File: src/hdl/pli_pkg.sv
// Package for the piecewise linear interpolator: widths, codes and payload types.
// Has no dependencies; pli_div, the top level and the checker import it.
`default_nettype none

package pli_pkg;

   localparam int VALUE_WIDTH         = 32;
   localparam int TABLE_DEPTH_DEFAULT = 256;
   localparam int ENTRY_INDEX_WIDTH   = 8;
   localparam int POINTS_WIDTH        = 9;

   localparam logic [POINTS_WIDTH-1:0] POINTS_RESET = POINTS_WIDTH'(2);
   localparam logic [POINTS_WIDTH-1:0] MIN_POINTS   = POINTS_WIDTH'(2);

   localparam logic signed [VALUE_WIDTH-1:0] VALUE_MAX = {1'b0, {(VALUE_WIDTH-1){1'b1}}};
   localparam logic signed [VALUE_WIDTH-1:0] VALUE_MIN = {1'b1, {(VALUE_WIDTH-1){1'b0}}};

   typedef enum logic [0:0] {
      OP_LOAD  = 1'b0,
      OP_QUERY = 1'b1
   } op_type;

   typedef enum logic [1:0] {
      CLAMP_NONE  = 2'd0,
      CLAMP_BELOW = 2'd1,
      CLAMP_ABOVE = 2'd2
   } clamp_type;

   typedef struct packed {
      op_type                         operation;
      logic [ENTRY_INDEX_WIDTH-1:0]   entry_index;
      logic signed [VALUE_WIDTH-1:0]  entry_x;
      logic signed [VALUE_WIDTH-1:0]  entry_y;
      logic signed [VALUE_WIDTH-1:0]  query_x;
   } req_payload_type;

   typedef struct packed {
      logic signed [VALUE_WIDTH-1:0]  result_y;
      logic [ENTRY_INDEX_WIDTH-1:0]   interval_index;
      clamp_type                      clamp_code;
   } rsp_payload_type;

endpackage

`default_nettype wire

File: src/hdl/pli_div.sv
// Iterative restoring divider, one quotient bit per cycle.
// Depends on pli_pkg for the value width.
`default_nettype none

module pli_div
   import pli_pkg::*;
(
   input  wire logic                       clock,
   input  wire logic                       reset,
   input  wire logic                       start,
   input  wire logic [2*VALUE_WIDTH-1:0]   dividend,
   input  wire logic [VALUE_WIDTH-1:0]     divisor,
   output logic                            done,
   output logic [VALUE_WIDTH-1:0]          quotient
);

   localparam int COUNT_W = $clog2(VALUE_WIDTH);
   localparam logic [COUNT_W-1:0] LAST_STEP = COUNT_W'(VALUE_WIDTH - 1);

   logic                   busy_ff, busy_in;
   logic                   done_ff, done_in;
   logic [COUNT_W-1:0]     count_ff, count_in;
   logic [VALUE_WIDTH-1:0] rem_ff, rem_in;
   logic [VALUE_WIDTH-1:0] quot_ff, quot_in;
   logic [VALUE_WIDTH:0]   trial;
   logic [VALUE_WIDTH:0]   diff;
   logic                   fits;

   // The upper half of the dividend is below the divisor, so the quotient
   // fits in one value width.
   assign trial = {rem_ff, quot_ff[VALUE_WIDTH-1]};
   assign diff  = trial - {1'b0, divisor};
   assign fits  = ~diff[VALUE_WIDTH];

   always_comb begin
      busy_in  = busy_ff;
      done_in  = 1'b0;
      count_in = count_ff;
      rem_in   = rem_ff;
      quot_in  = quot_ff;
      if (start) begin
         busy_in  = 1'b1;
         count_in = '0;
         rem_in   = dividend[2*VALUE_WIDTH-1:VALUE_WIDTH];
         quot_in  = dividend[VALUE_WIDTH-1:0];
      end else if (busy_ff) begin
         rem_in   = fits ? diff[VALUE_WIDTH-1:0] : trial[VALUE_WIDTH-1:0];
         quot_in  = {quot_ff[VALUE_WIDTH-2:0], fits};
         count_in = count_ff + COUNT_W'(1);
         if (count_ff == LAST_STEP) begin
            busy_in = 1'b0;
            done_in = 1'b1;
         end
      end
   end

   always_ff @(posedge clock) begin
      if (reset) begin
         busy_ff <= 1'b0;
         done_ff <= 1'b0;
      end else begin
         busy_ff <= busy_in;
         done_ff <= done_in;
      end
      count_ff <= count_in;
      rem_ff   <= rem_in;
      quot_ff  <= quot_in;
   end

   assign done     = done_ff;
   assign quotient = quot_ff;

endmodule

`default_nettype wire

File: config.mk
export PLATFORM = sky130hd
export DESIGN_NAME = pli_div
export DESIGN_NICKNAME = d
export VERILOG_FILES = /design/src/hdl/pli_pkg.sv /design/src/hdl/pli_div.sv
export SDC_FILE = /design/constraint.sdc
export NUM_CORES = 1
export LEC_CHECK = 0
export BUFFER_PORTS_ARGS = -buffer_cell sky130_fd_sc_hd__buf_2
export CAP_MARGIN = 20
export CORE_MARGIN = 2
export CORE_UTILIZATION = 53
export CTS_BUF_LIST = sky130_fd_sc_hd__clkbuf_8
export DETAILED_ROUTE_END_ITERATION = 6
export PLACE_DENSITY = 0.8
export SYNTH_ARGS = -nofsm -noshare
export SYNTH_HDL_FRONTEND = slang
export SYNTH_SLANG_ARGS = --single-unit
File: constraint.sdc
create_clock -name clock -period 3.6 [get_ports clock]
set_clock_uncertainty 0.2 [all_clocks]
set_input_delay 0.18 -clock clock [delete_from_list [all_inputs] [get_ports clock]]
set_output_delay 0.18 -clock clock [all_outputs]
set_load 0.1 [all_outputs]
==> results of run 1 <==
[state kept, by name, indices dropped and copies added (netlist names)]
register  flops
done          1
quotient     32
count_ff      5
rem_ff       32
busy_ff       1
[per-layer routing]
| metal | vias up | track usage | part of all wire |
|---|---|---|---|
| li1 | 2290 | - | - |
| met1 | 2174 | 0.311 | 0.40 |
| met2 | 220 | 0.477 | 0.50 |
| met3 | 33 | 0.0658 | 0.072 |
| met4 | 0 | 0.104 | 0.022 |
| met5 | - | 0 | 0 |
[area by class of cell]
cell class	count	area share
clock buffer	9	0.0181
multi-input combinational	381	0.411
inverter	48	0.0263
clock inverter	7	0.0106
sequential	71	0.302
timing repair buffer	206	0.209
tap	133	0.0243
[cells by family after synthesis]
kind of cell               count (synthesis)  synth area share
buffers and inverters                     71            0.0614
adders and majority gates                 35            0.0863
DFF                                       71             0.400
muxes                                     59             0.122
AOI/OAI and AO/OA                        132             0.163
and+or+nand+nor                          123             0.111
xor gates and xnor gates                  32            0.0558
[worst max-delay path by stage]
stage / from / endpoint / slack, ps / cells past startpoint
2_1_floorplan: quotient[31]$_DFFE_PP_ / rem_ff[23]$_DFFE_PP_ / -150 / 14
3_3_place_gp: quotient[31]$_DFFE_PP_ / rem_ff[3]$_DFFE_PP_ / 420 / 13
3_5_place_dp: rem_ff[14]$_DFFE_PP_ / rem_ff[3]$_DFFE_PP_ / 320 / 11
4_1_cts: rem_ff[14]$_DFFE_PP_ / rem_ff[3]$_DFFE_PP_ / 310 / 11
5_1_grt: rem_ff[14]$_DFFE_PP_ / rem_ff[3]$_DFFE_PP_ / 150 / 11
6_report: quotient[31]$_DFFE_PP_ / rem_ff[3]$_DFFE_PP_ / 320 / 13
[stage by stage]
| stage | area (sq um) | TNS (ps) |
|---|---|---|
| after detailed placement | 5970 | 0 |
| after CTS | 6840 | 0 |
| after floorplan | 5170 | -3500 |
| after global routing | 6840 | 0 |
| after global placement | 5970 | 0 |
| final | 6840 | 0 |
[cells in the final DEF (no fill, tap or decap), types with 5 or more instances in the layout]
cell,count
xor2_1,11
clkbuf_8,9
edfxtp_1,64
o21ai_1,29
nand2_1,54
a21o_1,12
mux2_2,31
o311ai_1,5
buf_4,6
o21ai_0,14
ha_1,33
dlygate4sd3_1,67
nor2_1,27
buf_2,130
inv_1,49
a211oi_1,5
a31oi_1,5
xnor2_1,20
nor3_1,5
a21oi_1,32
mux2i_1,27
dfxtp_1,7
nand3_1,8
[timing repair]
item                                   in CTS  in global routing
setup endpoints to repair                   0                  1
endpoints found under the hold margin      67                  0
hold buffers                               67                  0
gates resized for setup                     0                  1
[power by group through the flow]
stage	clock, mW	sequential, mW	combinational (mW)
2_1_floorplan	0	1.50	1.62
3_3_place_gp	0	1.23	2.26
3_5_place_dp	0	1.24	2.31
4_1_cts	0.669	1.23	2.38
5_1_grt	0.700	1.25	2.62
6_report	0.667	1.23	2.41
[critical path: cells and delay by family (launching register included)]
family	cells	cell delay (ps)
simple gates	4	450
buf+inv	2	280
flops	1	340
xor+xnor	1	230
fa+ha+maj	2	540
compound gates	4	970
==> impl_metrics.csv, run 1 <==
group,metric,value,unit
yosys,netlist_area,5160,sq um
timing,fmax,305,MHz
pwr,p_leak,3.10,nW
yosys,synth_common_cells,"edfxtp_1 (64), nand2_1 (54), inv_1 (48), ha_1 (34), a21oi_1 (33)",
die,die_w,103,microns
clocking,clock_latency,360,ps
pwr,p_switching,1.87,mW
clocking,clkTransAtPathRegs,90,ps
timing,rsz0062_at_grt,"false",
yosys,synth_top_area_frac,0.373,
pwr,total_power,4.30,mW
clocking,numCtsBuffers,9,
timing,period_minus_slack,3280,ps
pwr,power.switching_fraction,0.434,
timing,worstMarginPinSlew,546,ps
final_layout,multi_input_area,2810,sq um
placed_design,portBuffers,131,
critical_path,ff2ff_path_depth,13,
die,start_util,0.538,
clocking,cts_setup_buffers,0,
pwr,internal_power,2.44,mW
drt,firstDrtPassIters,4,
placed_design,pre_cts_slack,324,ps
critical_path,max_stage_delay,350,ps
global_route,antenna_found_initial,0,
timing,finalSetupViolCount,0,
die,placementRows,36,
final_layout,num-nets-final,851,
pwr,p_comb_frac,0.559,
global_route,gr-usage-all-layers,0.268,
final_layout,diodes,0,
timing,fin_ws,316,ps
placed_design,dpl.hpwl,9010,microns
die,die_h,103,microns
pwr,powerDensity,629,nW/um^2
yosys,syn-num-nets,657,
drt,drt_iter0_drc,257,
critical_path,crit_top_cell,"nand3_2",
final_layout,area_growth,32.6,%
critical_path,critical_path_class,"reg -> reg",
global_route,grt_overflow_total,0,
pwr,clkPwrFrac,0.155,
drt,ant_nets,0,
clocking,cts_root_buf,"clkbuf_8",
yosys,ys.flop_type,"edfxtp_1",
critical_path,path_cells,"inv_1, ha_2, fa_2, nand2b_4, a21o_1, a32o_1, o2111ai_2, nand3_2, nand3_2, xor2_4, buf_12, nor3b_1, a221o_1",
critical_path,cp-start-kind,"register",
yosys,avgSynthCellArea,9.86,sq um
hold_path,hold_start,"divisor[0]",
timing,slew-limit-headroom,0.636,
critical_path,cp_data_required_time,3520,ps
drt,routed_via_density,5.52,
run_status,run_status,"finished clean",
critical_path,crit_arrival,3200,ps
critical_path,end_kind,"register",
die,core-area,9590,sq um
drt,drt-total-wl,13700,microns
critical_path,cpMaxStageDelayCell,"fa_2",
placed_design,place_inst,772,
global_route,grt_max_degree,50,
final_layout,fillers,698,
critical_path,r2r_end,"rem_ff[3]$_DFFE_PP_",
final_layout,fin_cells,855,
yosys,ys_ff_latch,71,
yosys,syn_inst,523,
clocking,cts_buffer_depth,2,
hold_path,min_path_cells,5,
job,cap_violations,0,
drt,vias,4717,
die,pin_count,132,
yosys,async_flop_share,0,
yosys,synth_top_area_cell,"edfxtp_1",
timing,fin_crit_sh,0.912,
yosys,synth_most_common_cell,"edfxtp_1",
pwr,p_seq_frac,0.286,
drt,post-route-drc-count,0,
yosys,synth_cell_type_count,56,
clocking,tritoncts,"yes",
critical_path,r2r_start,"quotient[31]$_DFFE_PP_",
die,fp.dieArea,10500,sq um
critical_path,reg2reg_slack,320,ps
critical_path,cp_max_fo,21,
global_route,grt_pass1_vias,4727,
final_layout,regArea,2060,sq um
clocking,cts_max_level,3,
global_route,grt_pass1_wl,21900,microns
drt,wire_per_inst,16.0,microns
hold_path,min_path_type,"in -> reg",
timing,slew_viol_final,0,
timing,hold_ws,180,ps
final_layout,post-route-util,0.713,
pwr,power.ir.vdd_worst,0.351,mV
yosys,synth-seq-area-share,0.400,
timing,hold_viol_final,0,
hold_path,hold_end,"rem_ff[0]$_DFFE_PP_",
clocking,cts.sinks,71,
yosys,synth_warnings,0,
yosys,synth-edff-count,64,
yosys,synthTopCellsByArea,"edfxtp_1 (37%), ha_1 (8.2%), mux2_2 (6.8%), mux2i_1 (5.2%), nand2_1 (3.9%)",
placed_design,place_congestion,0.976,
final_layout,layout-drive-gt1-share,0.271,
Note: power is estimated with default switching activity, not from simulation.
==> run 2: changes to the inputs <==
--- a/config.mk
+++ b/config.mk
@@ -5,13 +5,13 @@
 export SDC_FILE = /design/constraint.sdc
 export NUM_CORES = 1
 export LEC_CHECK = 0
-export BUFFER_PORTS_ARGS = -buffer_cell sky130_fd_sc_hd__buf_2
 export CAP_MARGIN = 20
 export CORE_MARGIN = 2
 export CORE_UTILIZATION = 53
 export CTS_BUF_LIST = sky130_fd_sc_hd__clkbuf_8
 export DETAILED_ROUTE_END_ITERATION = 6
-export PLACE_DENSITY = 0.8
+export DONT_BUFFER_PORTS = 1
+export PLACE_DENSITY = 0.68
 export SYNTH_ARGS = -nofsm -noshare
 export SYNTH_HDL_FRONTEND = slang
 export SYNTH_SLANG_ARGS = --single-unit
==> impl_metrics.csv, run 2 (synthesis results as in run 1) <==
group,metric,value,unit
pwr,clkPwrFrac,0.172,
clocking,numCtsBuffers,9,
final_layout,diodes,0,
final_layout,mostFrequentLayoutCell,"dlygate4sd3_1",
pwr,p_leak,2.59,nW
critical_path,cp_data_required_time,3490,ps
pwr,power.switching_fraction,0.428,
critical_path,end_kind,"register",
die,die_h,103,microns
critical_path,critical_path_class,"reg -> reg",
drt,ant_nets,0,
global_route,antenna_found_initial,0,
die,start_util,0.538,
placed_design,portBuffers,0,
final_layout,num-nets-final,722,
critical_path,r2r_end,"rem_ff[8]$_DFFE_PP_",
timing,fin_ws,285,ps
global_route,grt_overflow_total,0,
timing,slew-limit-headroom,0.349,
timing,worstMarginPinSlew,976,ps
critical_path,crit_arrival,3210,ps
critical_path,r2r_start,"quotient[31]$_DFFE_PP_",
die,placementRows,36,
timing,fmax,302,MHz
die,fp.dieArea,10500,sq um
pwr,total_power,4.23,mW
die,die_w,103,microns
global_route,grt_pass1_vias,4066,
critical_path,ff2ff_path_depth,13,
critical_path,reg2reg_slack,290,ps
placed_design,place_congestion,0.908,
placed_design,dpl.hpwl,8150,microns
final_layout,fillers,801,
timing,fin_crit_sh,0.921,
die,core-area,9590,sq um
timing,slew_viol_final,0,
drt,drt_iter0_drc,219,
placed_design,place_inst,642,
pwr,p_switching,1.81,mW
job,cap_violations,0,
drt,drt-total-wl,12300,microns
drt,routed_via_density,5.71,
global_route,grt_max_degree,104,
hold_path,hold_end,"quotient[0]$_DFFE_PP_",
pwr,p_comb_frac,0.469,
drt,vias,4149,
run_status,run_status,"finished clean",
pwr,power.ir.vdd_worst,0.357,mV
critical_path,cp-start-kind,"register",
global_route,gr-usage-all-layers,0.238,
hold_path,min_path_type,"in -> reg",
hold_path,hold_start,"start",
die,pin_count,132,
final_layout,area_growth,20.2,%
clocking,cts_max_level,3,
clocking,cts_root_buf,"clkbuf_8",
clocking,clock_latency,360,ps
hold_path,min_path_cells,2,
global_route,grt_pass1_wl,19500,microns
pwr,internal_power,2.42,mW
timing,period_minus_slack,3310,ps
final_layout,layout-drive-gt1-share,0.111,
final_layout,mostFrequentLayoutCells,"dlygate4sd3_1 (67), edfxtp_1 (64), nand2_1 (54)",
critical_path,cp_max_fo,10,
placed_design,pre_cts_slack,311,ps
clocking,cts.sinks,71,
clocking,clkTransAtPathRegs,80,ps
drt,post-route-drc-count,0,
drt,firstDrtPassIters,4,
clocking,cts_buffer_depth,2,
final_layout,post-route-util,0.646,
clocking,cts_resized,0,
drt,wire_per_inst,17.0,microns
pwr,powerDensity,682,nW/um^2
final_layout,fin_cells,726,
pwr,p_seq_frac,0.360,
timing,hold_viol_final,0,
timing,finalSetupViolCount,0,
clocking,cts_setup_buffers,0,
timing,rsz0062_at_grt,"false",
clocking,tritoncts,"yes",
## run 2: worst max-delay path, cell delays in order (launching register included)
cell       delay (ps)
edfxtp_1          350
inv_1              60
ha_2              200
fa_2              360
nand2b_4          150
a21o_1            180
a32o_1            250
o2111ai_2         260
nand3_2           100
nand3_2           130
xor2_4            240
buf_4             260
mux2i_1           220
o21ai_1            80
## run 2: what timing repair did
item	CTS	global route
hold buffers	68	0
hold endpoints to repair	71	0
setup endpoints to repair	0	0
## run 2: how the worst max path moves through the flow
stage	startpoint	end	depth (start not counted)
after floorplan	quotient[31]$_DFFE_PP_	rem_ff[23]$_DFFE_PP_	14
after global placement	quotient[31]$_DFFE_PP_	rem_ff[30]$_DFFE_PP_	13
after detailed placement	quotient[31]$_DFFE_PP_	rem_ff[8]$_DFFE_PP_	13
after CTS	quotient[31]$_DFFE_PP_	rem_ff[8]$_DFFE_PP_	13
after global routing	quotient[31]$_DFFE_PP_	rem_ff[8]$_DFFE_PP_	13
final	quotient[31]$_DFFE_PP_	rem_ff[8]$_DFFE_PP_	13
## run 2: final cells by class
| type | count | area, sq um | share of cell area |
|---|---|---|---|
| clock buffers | 9 | 124 | 0.0200 |
| clock inverters | 7 | 97.6 | 0.0157 |
| inverters | 48 | 180 | 0.0291 |
| multi-input cells | 381 | 2800 | 0.452 |
| flip-flops and latches | 71 | 2060 | 0.333 |
| well taps | 133 | 166 | 0.0268 |
| repair buffers | 77 | 766 | 0.124 |
## run 2: power by group through the flow
stage	clock network (mW)	logic, mW	registers (mW)
floorplan	0	1.62	1.50
global placement	0	1.85	1.53
detailed placement	0	1.88	1.54
CTS	0.736	1.97	1.52
global route	0.761	2.19	1.54
finish	0.726	1.98	1.52
## run 2: metal layers
| layer | vias to the layer above | global-route usage | wire length (microns) |
|---|---|---|---|
| li1 | 2041 | - | - |
| met2 | 127 | 0.399 | 5880 |
| met5 | - | 0 | 0 |
| met1 | 1957 | 0.294 | 5330 |
| met4 | 0 | 0.0892 | 298 |
| met3 | 24 | 0.0671 | 829 |
## run 2: metrics by stage
stage | hold slack [ps] | instance area, sq um | TNS [ps]
3_3_place_gp | 53.6 | 5280 | 0
4_1_cts | 8.14 | 6200 | 0
2_1_floorplan | 52.4 | 5170 | -3500
3_5_place_dp | 55.9 | 5280 | 0
5_1_grt | 21.5 | 6200 | 0
6_report | 14.7 | 6200 | 0
==> run 3: changes to the inputs <==
--- a/config.mk
+++ b/config.mk
@@ -6,12 +6,13 @@
 export NUM_CORES = 1
 export LEC_CHECK = 0
 export CAP_MARGIN = 20
+export CORE_ASPECT_RATIO = 1.25
 export CORE_MARGIN = 2
-export CORE_UTILIZATION = 53
+export CORE_UTILIZATION = 67
 export CTS_BUF_LIST = sky130_fd_sc_hd__clkbuf_8
 export DETAILED_ROUTE_END_ITERATION = 6
 export DONT_BUFFER_PORTS = 1
-export PLACE_DENSITY = 0.68
+export PLACE_DENSITY = 0.83
 export SYNTH_ARGS = -nofsm -noshare
 export SYNTH_HDL_FRONTEND = slang
 export SYNTH_SLANG_ARGS = --single-unit
==> impl_metrics.csv, run 3 (synthesis results as in run 1) <==
group,metric,value,unit
die,die_w,82.5,microns
final_layout,num-nets-final,722,
pwr,p_switching,1.89,mW
timing,fin_ws,156,ps
final_layout,mostFrequentLayoutCell,"dlygate4sd3_1",
global_route,antenna_found_initial,0,
drt,post-route-drc-count,0,
drt,vias,4396,
pwr,powerDensity,696,nW/um^2
die,placementRows,35,
timing,worstMarginPinSlew,983,ps
clocking,clkTransAtPathRegs,90,ps
final_layout,layout-drive-gt1-share,0.115,
timing,fmax,290,MHz
drt,ant_nets,0,
clocking,cts_max_level,3,
final_layout,stdcell_area,6140,sq um
drt,top_layer_used,"met4",
global_route,grt_pass1_wl,21500,microns
pwr,p_comb_frac,0.480,
critical_path,critical_path_class,"reg -> reg",
critical_path,cp-start-kind,"register",
critical_path,reg2reg_slack,160,ps
placed_design,dpl.hpwl,8510,microns
critical_path,cp_max_fo,8,
pwr,power.switching_fraction,0.443,
die,die_h,102,microns
die,fp.dieArea,8420,sq um
global_route,grt_overflow_total,0,
critical_path,max_stage_delay,370,ps
pwr,total_power,4.27,mW
die,pin_count,132,
critical_path,crit_end,"rem_ff[29]$_DFFE_PP_",
pwr,p_leak,2.59,nW
drt,dr_wl_met3,947,microns
timing,rsz0062_at_grt,"true",
clocking,cts_buffer_depth,2,
critical_path,crit_start,"quotient[31]$_DFFE_PP_",
placed_design,pre_cts_slack,103,ps
critical_path,end_kind,"register",
pwr,p_seq_frac,0.360,
final_layout,mostFrequentLayoutCells,"dlygate4sd3_1 (66), edfxtp_1 (64), nand2_1 (54)",
timing,slew_viol_final,0,
drt,drt-total-wl,13600,microns
critical_path,path_cells,"inv_1, ha_2, fa_2, nand2b_4, a21o_1, a32o_1, o2111ai_2, nand3_2, nand3_2, xor2_4, buf_4, mux2i_1, o21ai_1",
placed_design,place_congestion,0.989,
drt,routed_via_density,6.42,
critical_path,cp_data_required_time,3490,ps
final_layout,post-route-util,0.830,
job,cap_violations,0,
timing,fin_tns_setup,0,ps
die,start_util,0.697,
clocking,clock_latency,350,ps
critical_path,r2r_end,"rem_ff[29]$_DFFE_PP_",
clocking,cts.sinks,71,
clocking,numCtsBuffers,9,
final_layout,fillers,434,
clocking,cts_root_buf,"clkbuf_8",
drt,wl_met2,7190,microns
timing,period_minus_slack,3440,ps
drt,firstDrtPassIters,5,
critical_path,crit_arrival,3330,ps
clocking,tritoncts,"yes",
timing,fin_crit_sh,0.957,
pwr,internal_power,2.38,mW
die,core-area,7400,sq um
run_status,run_status,"finished clean",
placed_design,portBuffers,0,
critical_path,cpMaxStageDelayCell,"edfxtp_1",
critical_path,r2r_start,"quotient[31]$_DFFE_PP_",
global_route,gr-usage-all-layers,0.339,
placed_design,place_inst,599,
final_layout,area_growth,19.0,%
timing,finalSetupViolCount,0,
timing,slew-limit-headroom,0.345,
placed_design,place_area,5230,sq um
drt,wirelength_met1,4920,microns
final_layout,fin_cells,685,
timing,hold_ws,43.4,ps
critical_path,ff2ff_path_depth,13,
global_route,grt_max_degree,105,
global_route,grt_pass1_vias,4549,
pwr,clkPwrFrac,0.160,
hold_path,min_path_type,"in -> reg",
drt,drt_iter0_drc,269,
final_layout,diodes,0,
timing,hold_viol_final,0,
drt,wire_per_inst,19.9,microns
critical_path,crit_top_cell,"nand3_2",
pwr,power.ir.vdd_worst,0.483,mV
run 3: routing by layer:
metal	up-vias	track usage
li1	2042	-
met1	2085	0.353
met2	220	0.620
met3	49	0.0857
met4	0	0.164
met5	-	0
run 3: critical path: cells and delay by family, from the launching register on:
family / cells / cell delay [ps]
AO/OA/AOI/OAI: 4 / 790
adder cells (fa/ha/maj): 2 / 560
AND/OR/NAND/NOR: 3 / 390
flip-flops: 1 / 370
buffers and inverters: 2 / 340
XOR/XNOR: 1 / 280
multiplexers: 1 / 260
run 3: final cells by class:
| class | count | area [sq um] | area share |
|---|---|---|---|
| sequential | 71 | 2060 | 0.336 |
| clock inverter | 7 | 80.1 | 0.0130 |
| timing repair buffer | 77 | 776 | 0.126 |
| tap | 92 | 115 | 0.0187 |
| multi-input combinational | 381 | 2800 | 0.457 |
| clock buffer | 9 | 124 | 0.0202 |
| inverter | 48 | 180 | 0.0293 |
run 3: repair_timing:
| action | 4_1_cts | 5_1_grt |
|---|---|---|
| resized for setup | 0 | 0 |
| endpoints found under the hold margin | 71 | 0 |
| setup endpoints to repair | 0 | 25 |
| hold buffers | 67 | 0 |
| buffers inserted | 0 | 3 |
run 3: power groups by stage:
stage | logic, mW | registers (mW) | clock network (mW)
6_report | 2.05 | 1.54 | 0.684
5_1_grt | 2.24 | 1.55 | 0.726
4_1_cts | 1.95 | 1.53 | 0.678
3_5_place_dp | 1.87 | 1.54 | 0
3_3_place_gp | 1.81 | 1.54 | 0
2_1_floorplan | 1.62 | 1.50 | 0
run 3: how the worst min path moves through the flow:
stage / from / to / slack [ps] / depth (start not counted)
after detailed placement: reset / busy_ff$_SDFF_PP0_ / 60 / 1
after global routing: start / quotient[0]$_DFFE_PP_ / 40 / 2
after global placement: reset / busy_ff$_SDFF_PP0_ / 50 / 1
after floorplan: reset / busy_ff$_SDFF_PP0_ / 50 / 1
final: start / quotient[0]$_DFFE_PP_ / 40 / 2
after CTS: start / quotient[0]$_DFFE_PP_ / 20 / 2
